**config.mk**
```make
export PLATFORM = sky130hd
export DESIGN_NAME = aabb_collision_side_top
export DESIGN_NICKNAME = d
export VERILOG_FILES = /design/src/design/acs_pkg.sv /design/src/design/acs_slope_cmp.sv /design/src/design/aabb_collision_side_top.sv
export SDC_FILE = /design/constraint.sdc
export NUM_CORES = 2
export LEC_CHECK = 0
export BUFFER_PORTS_ARGS = -buffer_cell sky130_fd_sc_hd__clkbuf_2
export CORE_MARGIN = 2
export CORE_UTILIZATION = 40
export DETAILED_ROUTE_END_ITERATION = 7
export GPL_TIMING_DRIVEN = 0
export PLACE_DENSITY = 0.68
export SYNTH_ARGS = -nofsm -noshare
export SYNTH_HDL_FRONTEND = slang
export SYNTH_SLANG_ARGS = --single-unit
```
**constraint.sdc**
```tcl
create_clock -name clk -period 18.6 [get_ports clk]
set_input_delay 4.65 -clock clk [delete_from_list [all_inputs] [get_ports clk]]
set_output_delay 4.65 -clock clk [all_outputs]
set_load 0.05 [all_outputs]
```
**src/design/acs_pkg.sv**
```systemverilog
`timescale 1ns / 1ps

package acs_pkg;

  localparam int HALF_BITS = 14;

  typedef enum logic [2:0] {
    SIDE_NONE   = 3'd0,
    SIDE_INSIDE = 3'd1,
    SIDE_TOP    = 3'd2,
    SIDE_BOTTOM = 3'd3,
    SIDE_LEFT   = 3'd4,
    SIDE_RIGHT  = 3'd5
  } side_t;

endpackage

```
**src/design/acs_slope_cmp.sv**
```systemverilog
`timescale 1ns / 1ps

module acs_slope_cmp #(
  parameter int COORD_BITS = 16
) (
  input  logic                                  clk,
  input  logic                                  en,
  input  logic signed [COORD_BITS-1:0]          vx,
  input  logic signed [COORD_BITS-1:0]          vy,
  input  logic signed [((COORD_BITS > acs_pkg::HALF_BITS) ? COORD_BITS :
                        acs_pkg::HALF_BITS + 1) + 1:0] dx,
  input  logic signed [((COORD_BITS > acs_pkg::HALF_BITS) ? COORD_BITS :
                        acs_pkg::HALF_BITS + 1) + 1:0] dy,
  output logic                                  lt
);
  import acs_pkg::*;

  localparam int EW = ((COORD_BITS > HALF_BITS) ? COORD_BITS : HALF_BITS + 1) + 1;
  localparam int DW = EW + 1;
  localparam int PW = COORD_BITS + DW;

  localparam logic [1:0] RANK_NEG  = 2'd0;
  localparam logic [1:0] RANK_ZERO = 2'd1;
  localparam logic [1:0] RANK_POS  = 2'd2;

  logic                  vy_neg_c;
  logic                  dy_neg_c;
  logic [1:0]            ra_c;
  logic [1:0]            rc_c;

  logic [COORD_BITS-1:0] mvx;
  logic [COORD_BITS-1:0] mvy;
  logic [DW-1:0]         mdx;
  logic [DW-1:0]         mdy;
  logic [1:0]            ra3;
  logic [1:0]            rc3;
  logic                  vy_zero3;
  logic                  vx_neg3;

  logic [PW-1:0]         m1;
  logic [PW-1:0]         m2;
  logic [1:0]            ra4;
  logic [1:0]            rc4;
  logic                  vy_zero4;
  logic                  vx_neg4;

  always_comb begin
    vy_neg_c = vy[COORD_BITS-1];
    dy_neg_c = dy[DW-1];
    if (vx == '0) begin
      ra_c = RANK_ZERO;
    end else if (vx[COORD_BITS-1] ^ vy_neg_c) begin
      ra_c = RANK_NEG;
    end else begin
      ra_c = RANK_POS;
    end
    if (dx == '0) begin
      rc_c = RANK_ZERO;
    end else if (dx[DW-1] ^ dy_neg_c) begin
      rc_c = RANK_NEG;
    end else begin
      rc_c = RANK_POS;
    end
  end

  always_ff @(posedge clk) begin
    if (en) begin
      mvx      <= vx[COORD_BITS-1] ? $unsigned(-vx) : $unsigned(vx);
      mvy      <= vy_neg_c ? $unsigned(-vy) : $unsigned(vy);
      mdx      <= dx[DW-1] ? $unsigned(-dx) : $unsigned(dx);
      mdy      <= dy_neg_c ? $unsigned(-dy) : $unsigned(dy);
      ra3      <= ra_c;
      rc3      <= rc_c;
      vy_zero3 <= (vy == '0);
      vx_neg3  <= vx[COORD_BITS-1];
    end
  end

  always_ff @(posedge clk) begin
    if (en) begin
      m1       <= PW'(mvx) * PW'(mdy);
      m2       <= PW'(mdx) * PW'(mvy);
      ra4      <= ra3;
      rc4      <= rc3;
      vy_zero4 <= vy_zero3;
      vx_neg4  <= vx_neg3;
    end
  end

  always_comb begin
    if (vy_zero4) begin
      lt = vx_neg4;
    end else if (ra4 != rc4) begin
      lt = (ra4 < rc4);
    end else if (ra4 == RANK_ZERO) begin
      lt = 1'b0;
    end else if (ra4 == RANK_POS) begin
      lt = (m1 < m2);
    end else begin
      lt = (m1 > m2);
    end
  end

endmodule

```
**src/design/aabb_collision_side_top.sv**
```systemverilog
`timescale 1ns / 1ps

// Classifies which side of box A box B strikes, using a nine-region test around A and, in a
// corner region, an exact cross-multiplied comparison of B's velocity slope with the corner
// offset slope. The block is fully pipelined: it accepts one box pair every cycle, unless the
// output is stalled, and the rate is held by the pair of multipliers in the fourth stage, each
// used once per word. A stall on the output freezes the whole pipeline, so no word is lost or
// repeated.

module aabb_collision_side_top #(
  parameter int COORD_BITS = 16
) (
  input  logic                                clk,
  input  logic                                rst,
  input  logic                                in_valid,
  output logic                                in_stall,
  input  logic signed [COORD_BITS-1:0]        a_center_x,
  input  logic signed [COORD_BITS-1:0]        a_center_y,
  input  logic        [acs_pkg::HALF_BITS-1:0] a_half_width,
  input  logic        [acs_pkg::HALF_BITS-1:0] a_half_height,
  input  logic signed [COORD_BITS-1:0]        b_center_x,
  input  logic signed [COORD_BITS-1:0]        b_center_y,
  input  logic        [acs_pkg::HALF_BITS-1:0] b_half_width,
  input  logic        [acs_pkg::HALF_BITS-1:0] b_half_height,
  input  logic signed [COORD_BITS-1:0]        b_velocity_x,
  input  logic signed [COORD_BITS-1:0]        b_velocity_y,
  output logic                                out_valid,
  input  logic                                out_stall,
  output acs_pkg::side_t                      side
);
  import acs_pkg::*;

  localparam int EW = ((COORD_BITS > HALF_BITS) ? COORD_BITS : HALF_BITS + 1) + 1;
  localparam int DW = EW + 1;
  localparam int ZW = EW - HALF_BITS;

  logic en;
  logic v1, v2, v3, v4;

  logic signed [EW-1:0] al, ar, at, ab, bl, br, bt, bb, bx1, by1;
  logic signed [COORD_BITS-1:0] vx1, vy1;

  logic                 inside_c, top_c, bot_c, right_c, left_c;
  logic                 tr_c, tl_c, bl_c, brc_c;
  logic                 corner_c;
  side_t                base_c, true_c;
  logic signed [DW-1:0] dx_c, dy_c;
  logic signed [DW-1:0] dx_ar, dx_al, dy_at, dy_ab;

  logic                 corner2, corner3, corner4;
  side_t                base2, base3, base4;
  side_t                true2, true3, true4;
  logic signed [DW-1:0] dx2, dy2;
  logic signed [COORD_BITS-1:0] vx2, vy2;
  logic                 lt;

  assign en       = !(out_valid && out_stall);
  assign in_stall = !en;

  always_ff @(posedge clk) begin
    if (rst) begin
      v1        <= 1'b0;
      v2        <= 1'b0;
      v3        <= 1'b0;
      v4        <= 1'b0;
      out_valid <= 1'b0;
    end else if (en) begin
      v1        <= in_valid;
      v2        <= v1;
      v3        <= v2;
      v4        <= v3;
      out_valid <= v4;
    end
  end

  always_ff @(posedge clk) begin
    if (en) begin
      al  <= EW'(a_center_x) - signed'({{ZW{1'b0}}, a_half_width});
      ar  <= EW'(a_center_x) + signed'({{ZW{1'b0}}, a_half_width});
      at  <= EW'(a_center_y) + signed'({{ZW{1'b0}}, a_half_height});
      ab  <= EW'(a_center_y) - signed'({{ZW{1'b0}}, a_half_height});
      bl  <= EW'(b_center_x) - signed'({{ZW{1'b0}}, b_half_width});
      br  <= EW'(b_center_x) + signed'({{ZW{1'b0}}, b_half_width});
      bt  <= EW'(b_center_y) + signed'({{ZW{1'b0}}, b_half_height});
      bb  <= EW'(b_center_y) - signed'({{ZW{1'b0}}, b_half_height});
      bx1 <= EW'(b_center_x);
      by1 <= EW'(b_center_y);
      vx1 <= b_velocity_x;
      vy1 <= b_velocity_y;
    end
  end

  always_comb begin
    dx_ar    = DW'(bx1) - DW'(ar);
    dx_al    = DW'(bx1) - DW'(al);
    dy_at    = DW'(by1) - DW'(at);
    dy_ab    = DW'(by1) - DW'(ab);
    inside_c = (al < bx1) && (bx1 < ar) && (ab < by1) && (by1 < at);
    top_c    = (at < by1) && (al <= bx1) && (bx1 <= ar);
    bot_c    = (by1 < ab) && (al <= bx1) && (bx1 <= ar);
    right_c  = (ar < bx1) && (ab <= by1) && (by1 <= at);
    left_c   = (bx1 < al) && (ab <= by1) && (by1 <= at);
    tr_c     = (ar < bx1) && (at < by1);
    tl_c     = (bx1 < al) && (at < by1);
    bl_c     = (bx1 < al) && (by1 < ab);
    brc_c    = (ar < bx1) && (by1 < ab);
    corner_c = 1'b0;
    base_c   = SIDE_NONE;
    true_c   = SIDE_NONE;
    dx_c     = dx_ar;
    dy_c     = dy_at;
    priority if (inside_c) begin
      base_c = SIDE_INSIDE;
    end else if (top_c) begin
      base_c = (bb <= at) ? SIDE_TOP : SIDE_NONE;
    end else if (bot_c) begin
      base_c = (ab <= bt) ? SIDE_BOTTOM : SIDE_NONE;
    end else if (right_c) begin
      base_c = (bl <= ar) ? SIDE_RIGHT : SIDE_NONE;
    end else if (left_c) begin
      base_c = (al <= br) ? SIDE_LEFT : SIDE_NONE;
    end else if (tr_c) begin
      corner_c = (bl < ar) && (bb < at);
      base_c   = corner_c ? SIDE_TOP : SIDE_NONE;
      true_c   = SIDE_RIGHT;
      dx_c     = dx_ar;
      dy_c     = dy_at;
    end else if (tl_c) begin
      corner_c = (al < br) && (at < bb);
      base_c   = corner_c ? SIDE_LEFT : SIDE_NONE;
      true_c   = SIDE_TOP;
      dx_c     = dx_al;
      dy_c     = dy_at;
    end else if (bl_c) begin
      corner_c = (al < br) && (ab < bt);
      base_c   = corner_c ? SIDE_BOTTOM : SIDE_NONE;
      true_c   = SIDE_LEFT;
      dx_c     = dx_al;
      dy_c     = dy_ab;
    end else if (brc_c) begin
      corner_c = (bl < ar) && (ab < bt);
      base_c   = corner_c ? SIDE_RIGHT : SIDE_NONE;
      true_c   = SIDE_BOTTOM;
      dx_c     = dx_ar;
      dy_c     = dy_ab;
    end else begin
      base_c = SIDE_NONE;
    end
  end

  always_ff @(posedge clk) begin
    if (en) begin
      corner2 <= corner_c;
      base2   <= base_c;
      true2   <= true_c;
      dx2     <= dx_c;
      dy2     <= dy_c;
      vx2     <= vx1;
      vy2     <= vy1;
      corner3 <= corner2;
      base3   <= base2;
      true3   <= true2;
      corner4 <= corner3;
      base4   <= base3;
      true4   <= true3;
      side    <= (corner4 && lt) ? true4 : base4;
    end
  end

  acs_slope_cmp #(
    .COORD_BITS(COORD_BITS)
  ) u_slope (
    .clk(clk),
    .en (en),
    .vx (vx2),
    .vy (vy2),
    .dx (dx2),
    .dy (dy2),
    .lt (lt)
  );

endmodule

```
# After elaboration in Yosys (flattened, before gate mapping)
# Index checks and enable logic that the tools add are counted.
# classes
add_sub_neg,16
n_eq_ne,3
bitwise,2
mux,52
mul,2
n_lt_le_gt_ge,24
n_reduce_logical,26
# op_table
operator,n
18-bit two-way mux,17
17-bit less-than comparator,5
16-bit by 17-bit subtractor with 18-bit output,4
16-bit by 15-bit adder with 17-bit output,4
17-bit <= comparator,4
16-bit by 17-bit less-than comparator with 1-bit output,4
17-bit by 16-bit less-than comparator with 1-bit output,4
16-bit by 15-bit subtractor with 17-bit output,4
3-bit two-way mux,16
18-bit negator,2
34-bit > comparator,1
16-bit by 17-bit <= comparator with 1-bit output,2
17-bit by 16-bit <= comparator with 1-bit output,2
34-bit less-than comparator,1
16-bit by 18-bit multiplier with 34-bit output,1
18-bit by 16-bit multiplier with 34-bit output,1
17-bit two-way mux,2
16-bit zero test,2
16-bit negator,2
15-bit two-way mux,2
1-bit logical AND,21
18-bit zero test,1
2-bit two-way mux,7
1-bit two-way mux,8
other kinds (7),8
# totals
reg_bits,445
out_inout_bits,5

# Depth between registers and ports, before layout
# logic_depth
ltp_word,11
ltp_mapped,24

# Cells and area by module
# Synthesis repeated with hierarchy kept, for this count alone.
# hier_totals
cells_unflattened,4450
hier_area_um2,44960.6
# by_module_without_submodules
module,n_inst,cells_per_inst,area_per_inst_um2
acs_slope_cmp,1,2613,25349.3
aabb_collision_side_top,1,1837,19611.3

# Least setup slack after synthesis
# Ideal clock, no wire load.
# synth_path
kind,input to output
startpoint,input port out_stall
endpoint,output port in_stall
slack_ps,-3488
required_time_ps,13950
arrival_time_ps,17438
n_path_buf,0
cell_stages,2
cell_sequence,nand2_1 -> inv_1
# synth_via
elab_chain_len,1
# synth_rtl
item,line,source
from (decl),aabb_collision_side_top.sv:28,"input logic out_stall,"
1-bit logical AND,aabb_collision_side_top.sv:57,assign en = !(out_valid && out_stall);
to (decl),aabb_collision_side_top.sv:16,"output logic in_stall,"
# No other way between the ends.

# Final worst setup path
# Same ends and word-level chain as after synthesis.

==> impl_metrics.env <==
export IMPL_status="complete, no violations"
export IMPL_root_buffer="clkbuf_16"
export IMPL_critPathMaxFanout=111
export IMPL_clock_skew_ps=59.2
export IMPL_io_pins=161
export IMPL_synth_top_cell_by_area="edfxtp_1"
export IMPL_start_util_pct=40.3
export IMPL_synth_nets=5678
export IMPL_end_kind="primary output"
export IMPL_worst_hold_path_type="register to register"
export IMPL_synth_edff_count=436
export IMPL_cp_required_ps=13950
export IMPL_yosysWarnings=0
export IMPL_rsz0062_at_grt="false"
export IMPL_setup_violations=0
export IMPL_drc_errors=0
export IMPL_synth_most_common_cell="inv_1"
export IMPL_first_iter_violations=2004
export IMPL_crit_arrival_ps=5900
export IMPL_hpwl_microns=87300
export IMPL_grt_pass1_wl_microns=173000
export IMPL_postSynthAreaPerCell_sq_um=9.93
export IMPL_ys_seq_area_share_pct=29.1
export IMPL_num_vias=32300
export IMPL_avgRoutedWirePerCell_microns=17.0
export IMPL_syn_to_final_growth_pct=9.39
export IMPL_reg2reg_to="u_slope.m2[27]"
export IMPL_totalWireLength_microns=107000
export IMPL_cts_tree="yes"
export IMPL_overflow=0
export IMPL_grt_pass1_vias=33500
export IMPL_dieArea_sq_um=116000
export IMPL_postCtsSetupBuffers=0
export IMPL_grtUsageTotal_pct=18.6
export IMPL_fin_util_pct=44.1
export IMPL_worst_setup_path_start_kind="primary input"
export IMPL_fillers=10600
export IMPL_tightest_slew_ps=972
export IMPL_holdBufCountCts=0
export IMPL_nets=5889
export IMPL_ant_nets=0
export IMPL_max_freq_ghz=0.0947
export IMPL_synthTopCellsByArea="edfxtp_1, fa_1, ha_1"
export IMPL_die_w_microns=341
export IMPL_grt_max_degree=130
export IMPL_hp_start="vx1[12]"
export IMPL_clock_sinks=441
export IMPL_syn_area_sq_um=45400
export IMPL_viasPerCell=5.12
export IMPL_synth_top_area_share_pct=28.9
export IMPL_htreeDepth=2
export IMPL_timing_final_crit_share_pct=56.7
export IMPL_fp_dieH_microns=341
export IMPL_cts_buffer_depth=3
export IMPL_hold_path_depth=0
export IMPL_critPathKind="primary input to primary output"
export IMPL_netlist_instances=4569
export IMPL_finalHoldViolCount=0
export IMPL_cts_made_buffers=48
export IMPL_min_to="vx2[12]"
export IMPL_reg2regPathDepth=22
export IMPL_ys_ff_latch=441
export IMPL_r2r_slack_ps=10830
export IMPL_min_period_ps=10550
export IMPL_async_reset_ff_share_pct=0
export IMPL_final_setup_tns_ps=0
export IMPL_clk_pin_slew_ps=60
export IMPL_post_cts_resized=0
export IMPL_drv_slew=0
export IMPL_drive_gt1_share_pct=5.80
export IMPL_clk_latency_ps=630
export IMPL_io_buffers=158
export IMPL_reg2reg_from="u_slope.mvy[8]"
export IMPL_rows=123
export IMPL_timing_slew_headroom_pct=34.4
export IMPL_gp_congestion=0.930
export IMPL_first_pass_iters=5
export IMPL_yosys_top_cells_count="inv_1, ha_1, fa_1, nand2_1, edfxtp_1"
export IMPL_fp_coreArea_sq_um=112000
export IMPL_ys_types=93
export IMPL_maxCapViolCount=0
export IMPL_antenna_found_initial=1
export IMPL_ys_flop_type="edfxtp_1"
## logic make-up after synthesis
group / after synthesis / share of synthesized area (%)
xor gates and xnor gates: 251 / 4.85
muxes: 24 / 0.574
AOI/OAI and AO/OA: 675 / 9.72
and+or+nand+nor: 1255 / 13.9
DFF: 441 / 29.1
adders and majority gates: 953 / 33.8
buffers and inverters: 970 / 8.08
## through the flow
stage | cells | hold slack (ps) | setup WS (ps) | area, sq um
global route | 6314 | 388 | 7880 | 49600
floorplan | 4569 | 400 | 1990 | 45400
detailed placement | 6230 | 405 | 8000 | 48100
CTS | 6314 | 384 | 8000 | 49600
finish | 6315 | 387 | 8050 | 49600
global placement | 6227 | 401 | 575 | 48000
## routing by layer
layer  GRT usage [%]  vias to the layer above  share of wire, %
met3            2.40                      182               5.6
met4            5.86                        0               3.2
met2            32.2                      889                48
met1            24.2                    15800                43
met5               0                        -                 0
li1                -                    15500                 -
## sequential cells by signal (all words and copies together) (netlist names), 18 cells and up
| register | cells |
|---|---|
| dx2 | 18 |
| dy2 | 18 |
| u_slope.m1 | 34 |
| u_slope.m2 | 34 |
| u_slope.mdx | 18 |
| u_slope.mdy | 18 |
## worst max-delay path, stage by stage
cell	delay, ps
clkbuf_2	130
nand2_8	440
inv_1	350
clkbuf_2	330
## cells in the final DEF (no fill, tap or decap), types with 54 or more instances in the layout
| master | count |
|---|---|
| inv_1 | 846 |
| ha_1 | 497 |
| fa_1 | 456 |
| nand2_1 | 455 |
| edfxtp_1 | 436 |
| and2_1 | 281 |
| a21oi_1 | 205 |
| xnor2_1 | 191 |
| clkbuf_2 | 158 |
| nor2_1 | 154 |
| o21ai_0 | 134 |
| clkbuf_1 | 114 |
| a21o_1 | 69 |
| xor2_1 | 60 |
| nor3_1 | 54 |
## layout make-up
cell class	instances	area, sq um	share of cell area, %
antenna	1	2.50	0.00504
buffer	122	482	0.971
clock buffer	55	1230	2.47
clock inverter	29	262	0.527
inverter	848	3180	6.42
multi-input combinational	3158	28500	57.5
sequential	441	13200	26.6
tap	1500	1880	3.78
timing repair buffer	161	873	1.76
## worst max-delay path by stage
| stage | startpoint | to | slack, ps | cells past startpoint |
|---|---|---|---|---|
| final | out_stall | in_stall | 8050 | 4 |
| after global placement | out_stall | in_stall | 570 | 4 |
| after CTS | out_stall | in_stall | 8000 | 4 |
| after floorplan | out_stall | in_stall | 1990 | 2 |
| after global routing | out_stall | in_stall | 7880 | 4 |
| after detailed placement | out_stall | in_stall | 8000 | 4 |
Power is left out: the tool's default activity adds up to more than one toggle a clock period on the data nets, which glitch-free logic cannot reach.
